`src/rtl/bfac_pkg.sv`:
```
// Package for the brightness fade controller: operation codes, command and status types.
// Used by bfac_ctrl, bfac_dp and the top level; no dependencies.
`timescale 1ns / 1ps
package bfac_pkg;

  localparam logic [3:0] OP_TICK    = 4'd0;
  localparam logic [3:0] OP_SET     = 4'd1;
  localparam logic [3:0] OP_TOGGLE  = 4'd2;
  localparam logic [3:0] OP_PRESET  = 4'd3;
  localparam logic [3:0] OP_FADE    = 4'd4;
  localparam logic [3:0] OP_PULSE   = 4'd5;
  localparam logic [3:0] OP_SAVE    = 4'd6;
  localparam logic [3:0] OP_RESTORE = 4'd7;
  localparam logic [3:0] OP_ARM     = 4'd8;
  localparam logic [3:0] OP_DISARM  = 4'd9;

  localparam logic [1:0] CFG_INVERT  = 2'd0;
  localparam logic [1:0] CFG_TIMEOUT = 2'd1;
  localparam logic [1:0] CFG_DIMLVL  = 2'd2;

  localparam int unsigned DEFAULT_RESTORE = 75;

  // Commands from the controller to the datapath.
  typedef struct packed {
    logic start;      // latch the request and apply immediate commands
    logic div_start;  // begin the progress division
    logic div_step;   // one restoring division step
    logic mul_a;      // square
    logic mul_b;      // cube
    logic mul_c;      // scale by the level span
    logic finish;     // apply the eased level, then auto-dim check
    logic out_load;   // capture the result registers
  } bfac_cmd_t;

  // Status from the datapath to the controller.
  typedef struct packed {
    logic need_ease;  // this tick needs an eased level
    logic div_done;
  } bfac_sts_t;

endpackage

```
`src/rtl/bfac_ctrl.sv`:
```
// Controller state machine for the brightness fade controller.
// Depends on bfac_pkg; drives the command struct of bfac_dp.
`timescale 1ns / 1ps
module bfac_ctrl (
  input  logic              clk,
  input  logic              rst_n,
  input  logic              in_valid,
  output logic              in_ready,
  output logic              out_valid,
  input  logic              out_ready,
  input  bfac_pkg::bfac_sts_t sts,
  output bfac_pkg::bfac_cmd_t cmd
);

  typedef enum logic [2:0] {S_IDLE, S_DECODE, S_DIV, S_MULA, S_MULB, S_MULC, S_FIN, S_OUT}
    state_t;

  state_t state_r, state_nxt;
  logic   out_valid_r, out_valid_nxt;

  // A request is taken in idle once the result slot is free or being emptied.
  assign in_ready  = (state_r == S_IDLE) && (!out_valid_r || out_ready);
  assign out_valid = out_valid_r;

  always_comb begin
    state_nxt     = state_r;
    out_valid_nxt = out_valid_r;
    cmd           = '0;
    if (out_valid_r && out_ready) out_valid_nxt = 1'b0;
    unique case (state_r)
      S_IDLE: begin
        if (in_valid && in_ready) begin
          cmd.start = 1'b1;
          state_nxt = S_DECODE;
        end
      end
      S_DECODE: begin
        if (sts.need_ease) begin
          cmd.div_start = 1'b1;
          state_nxt     = S_DIV;
        end else begin
          cmd.finish = 1'b1;
          state_nxt  = S_OUT;
        end
      end
      S_DIV: begin
        if (sts.div_done) state_nxt = S_MULA;
        else cmd.div_step = 1'b1;
      end
      S_MULA: begin cmd.mul_a = 1'b1; state_nxt = S_MULB; end
      S_MULB: begin cmd.mul_b = 1'b1; state_nxt = S_MULC; end
      S_MULC: begin cmd.mul_c = 1'b1; state_nxt = S_FIN; end
      S_FIN:  begin cmd.finish = 1'b1; state_nxt = S_OUT; end
      S_OUT: begin
        cmd.out_load  = 1'b1;
        out_valid_nxt = 1'b1;
        state_nxt     = S_IDLE;
      end
      default: state_nxt = S_IDLE;
    endcase
  end

  always_ff @(posedge clk) begin
    if (!rst_n) begin
      state_r     <= S_IDLE;
      out_valid_r <= 1'b0;
    end else begin
      state_r     <= state_nxt;
      out_valid_r <= out_valid_nxt;
    end
  end

`ifndef SYNTHESIS
  a_out_after_load: assert property (@(posedge clk) disable iff (!rst_n)
    cmd.out_load |=> out_valid_r) else $error("result not raised after load");
  a_no_accept_busy: assert property (@(posedge clk) disable iff (!rst_n)
    (state_r != S_IDLE) |-> !in_ready) else $error("request taken while busy");
  a_start_decode: assert property (@(posedge clk) disable iff (!rst_n)
    cmd.start |=> (state_r == S_DECODE)) else $error("start not followed by decode");
`endif

endmodule

```
`config.mk`:
```
export PLATFORM = sky130hd
export DESIGN_NAME = bfac_ctrl
export DESIGN_NICKNAME = d
export VERILOG_FILES = /design/src/rtl/bfac_pkg.sv /design/src/rtl/bfac_ctrl.sv
export SDC_FILE = /design/constraint.sdc
export NUM_CORES = 1
export LEC_CHECK = 0
export BUFFER_PORTS_ARGS = -buffer_cell sky130_fd_sc_hd__buf_2
export CORE_AREA = 8 8 45 47
export CTS_CLUSTER_DIAMETER = 40
export CTS_CLUSTER_SIZE = 12
export DETAILED_ROUTE_END_ITERATION = 8
export DIE_AREA = 0 0 53 55
export GPL_TIMING_DRIVEN = 0
export SYNTH_ARGS = -nofsm -noshare
export SYNTH_HDL_FRONTEND = slang
export SYNTH_SLANG_ARGS = --single-unit
```
`constraint.sdc`:
```
create_clock -name clk -period 2.1 [get_ports clk]
set_input_delay 0.42 -clock clk [delete_from_list [all_inputs] [get_ports clk]]
set_output_delay 0.42 -clock clk [all_outputs]
set_load 0.02 [all_outputs]
```
==> impl_metrics.json <==
{
  "fillCellCount": 155,
  "yosys.area.top_type": "dfxtp_1",
  "holdBufCountCts": 0,
  "regArea_sq_um": 80.1,
  "synthAdderAreaFrac": 0.146,
  "fin_crit_ps": 1880,
  "cp.required_ps": 1680,
  "yosysWarnings": 0,
  "drc_errors": 0,
  "numCtsBuffers": 3,
  "synth_nets": 50,
  "crit_type": "register to output pin",
  "grt_pass1_vias": 305,
  "holdPathStages": 2,
  "num_rows": 14,
  "synthArstFlopShare": 0,
  "synthMuxAreaShare": 0.0292,
  "numClockSinks": 4,
  "clock-root-buffer": "clkbuf_4",
  "postRouteWirelength_um": 794,
  "swShare": 0.449,
  "synth_top_family_by_area": "simple AND/OR/NAND/NOR gates",
  "wire_per_inst_um": 10.7,
  "synth_xor_area_frac": 0,
  "mostFrequentLayoutCells": "buf_2, inv_1, ha_1, dfxtp_1",
  "ioPinCount": 16,
  "slowest_stage": "nor3b_1",
  "antenna_found_initial": 0,
  "min_to": "out_valid$_SDFFE_PN0P_",
  "area_growth_syn_to_layout_pct": 34.3,
  "synthSimpleGateAreaFrac": 0.372,
  "synth_cell_type_count": 24,
  "multiInputGateArea_sq_um": 229,
  "post_cts_buffers": 0,
  "place_area_sq_um": 438,
  "reg2reg_depth": 6,
  "final_area_sq_um": 460,
  "crit_family": "simple AND/OR/NAND/NOR gates",
  "setup_tns_ps": 0,
  "crit_chain": "inv_1, ha_1, nor3b_1, buf_2",
  "startpoint_type": "register",
  "first_pass_iters": 5,
  "synth-edff-count": 0,
  "synthTopCellsByArea": "dfxtp_1, ha_1, nor3b_4",
  "max-vdd-ir-drop_v": 0.000447,
  "r2r-end": "state_r[0]$_SDFFE_PN0P_",
  "die_w_um": 53,
  "hold_viol_final": 0,
  "grt_max_degree": 11,
  "path_buf_inv": 2,
  "power.switching_w": 0.000261,
  "hold_path.startpoint": "rst_n",
  "synth_flop_cell": "dfxtp_1",
  "syn_area_sq_um": 343,
  "rrSetupSlack_ps": 630,
  "power_frac_comb": 0.623,
  "clk_latency_ps": 240,
  "die_y_um": 55,
  "portBuffers": 15,
  "p_int_w": 0.000321,
  "core_region_area_sq_um": 1380,
  "grt_overflow": 0,
  "rsz0062_at_grt": "false",
  "synth_top_area_frac": 0.234,
  "slew_headroom": 0.759,
  "syn_inst": 40,
  "power_frac_seq": 0.206,
  "place.gp.congestion": 0.742,
  "cts_resized": 0,
  "fin_skew_ps": 5.40,
  "clk_pin_slew_ps": 40,
  "die_area_sq_um": 2920,
  "ant_nets": 0,
  "outcome": "completed",
  "cts_max_level": 1,
  "cap_violations": 0,
  "synth-compound-area-share": 0.120,
  "utilization": 0.333,
  "worstSetupStartpoint": "state_r[0]$_SDFFE_PN0P_",
  "via_per_inst": 4.42,
  "n_antenna_cell": 0,
  "dr_total_vias": 327,
  "initial_utilization": 0.248,
  "pwr_density_cell_nw_per_um2": 1260,
  "clockBufferDepth": 2,
  "reg2reg_from": "state_r[0]$_SDFFE_PN0P_",
  "final_common_cell": "buf_2",
  "holdCritPathClass": "primary input to register",
  "p_leak_nw": 0.250,
  "fin_crit_sh": 0.895,
  "cts_tree": "yes",
  "nets": 70,
  "slew_viol_final": 0,
  "drive_above_1_share": 0.397,
  "yosys_register_bits": 4,
  "critPathCaptureType": "output pin",
  "grt_pass1_wl_um": 1190,
  "dp_hpwl_um": 644,
  "synth_seq_area_share": 0.234,
  "clkPwrFrac": 0.171,
  "track_usage": 0.0600,
  "syn_area_per_cell_sq_um": 8.57,
  "max_stage_delay_ps": 350,
  "fmax_ghz": 0.532,
  "cp.arrival_ps": 1460,
  "cp_max_fo": 4,
  "worstMarginPinSlew_ps": 361,
  "first_iter_violations": 6,
  "setup_violations": 0
}
==> per-stage QoR <==
step	std cells	hold slack (ps)	worst slack, ps	power (W)
2_1_floorplan	40	468	422	0.000391
3_3_place_gp	71	483	470	0.000480
6_report	74	472	220	0.000582
3_5_place_dp	71	500	452	0.000486
4_1_cts	74	466	205	0.000589
5_1_grt	74	471	76.5	0.000637
==> worst max-delay path by stage <==
stage                                         end  cells after the start  slack (ps)
after floorplan           state_r[2]$_SDFFE_PN0P_                      5         420
after global routing                       cmd[5]                      4          80
final                                      cmd[5]                      4         220
after CTS                                  cmd[5]                      4         200
after detailed placement                   cmd[5]                      4         450
after global placement                     cmd[5]                      4         470
==> cells by family (layout without fill, tap and decap cells) <==
kind of cell             count (synthesis)  after routing
AO/OA/AOI/OAI                            6              6
adder cells (fa/ha/maj)                  4              4
buffers and inverters                    6             24
flip-flops                               4              4
multiplexers                             1              1
AND/OR/NAND/NOR                         19             19
==> cells in the mapped netlist (2+ instances only) <==
library cell  n
dfxtp_1       4
ha_1          4
inv_1         4
nand2_1       3
and2_1        2
nand2b_1      2
nor2_1        2
nor3b_1       2
nor4_1        2
==> per-layer routing <==
metal  GRT usage  wire length (um)  vias up
met5           0                 0        -
met4      0.0517                27        0
met3      0.0508                62        5
met2      0.0918               400       11
met1      0.0485               303      140
li1            -                 -      171
==> registers in the layout, summed over array words and instances (netlist names) <==
| signal | cells |
|---|---|
| out_valid | 1 |
| state_r | 3 |
==> final cells by class <==
cell class / count / share of cell area
Buffer: 2 / 0.0408
Clock buffer: 3 / 0.0489
Inverter: 4 / 0.0326
Multi-Input combinational cell: 30 / 0.497
Sequential cell: 4 / 0.174
Tap cell: 16 / 0.0435
Timing Repair Buffer: 15 / 0.163
==> power by group through the flow <==
stage | Clock, W | Sequential, W | Combinational [W]
global route | 0.000110 | 0.000123 | 0.000404
detailed placement | 0 | 0.000123 | 0.000364
global placement | 0 | 0.000119 | 0.000361
CTS | 0.000103 | 0.000120 | 0.000366
floorplan | 0 | 0.000116 | 0.000275
finish | 0.0000994 | 0.000120 | 0.000362
No activity file was read; power rests on OpenSTA's default activity.
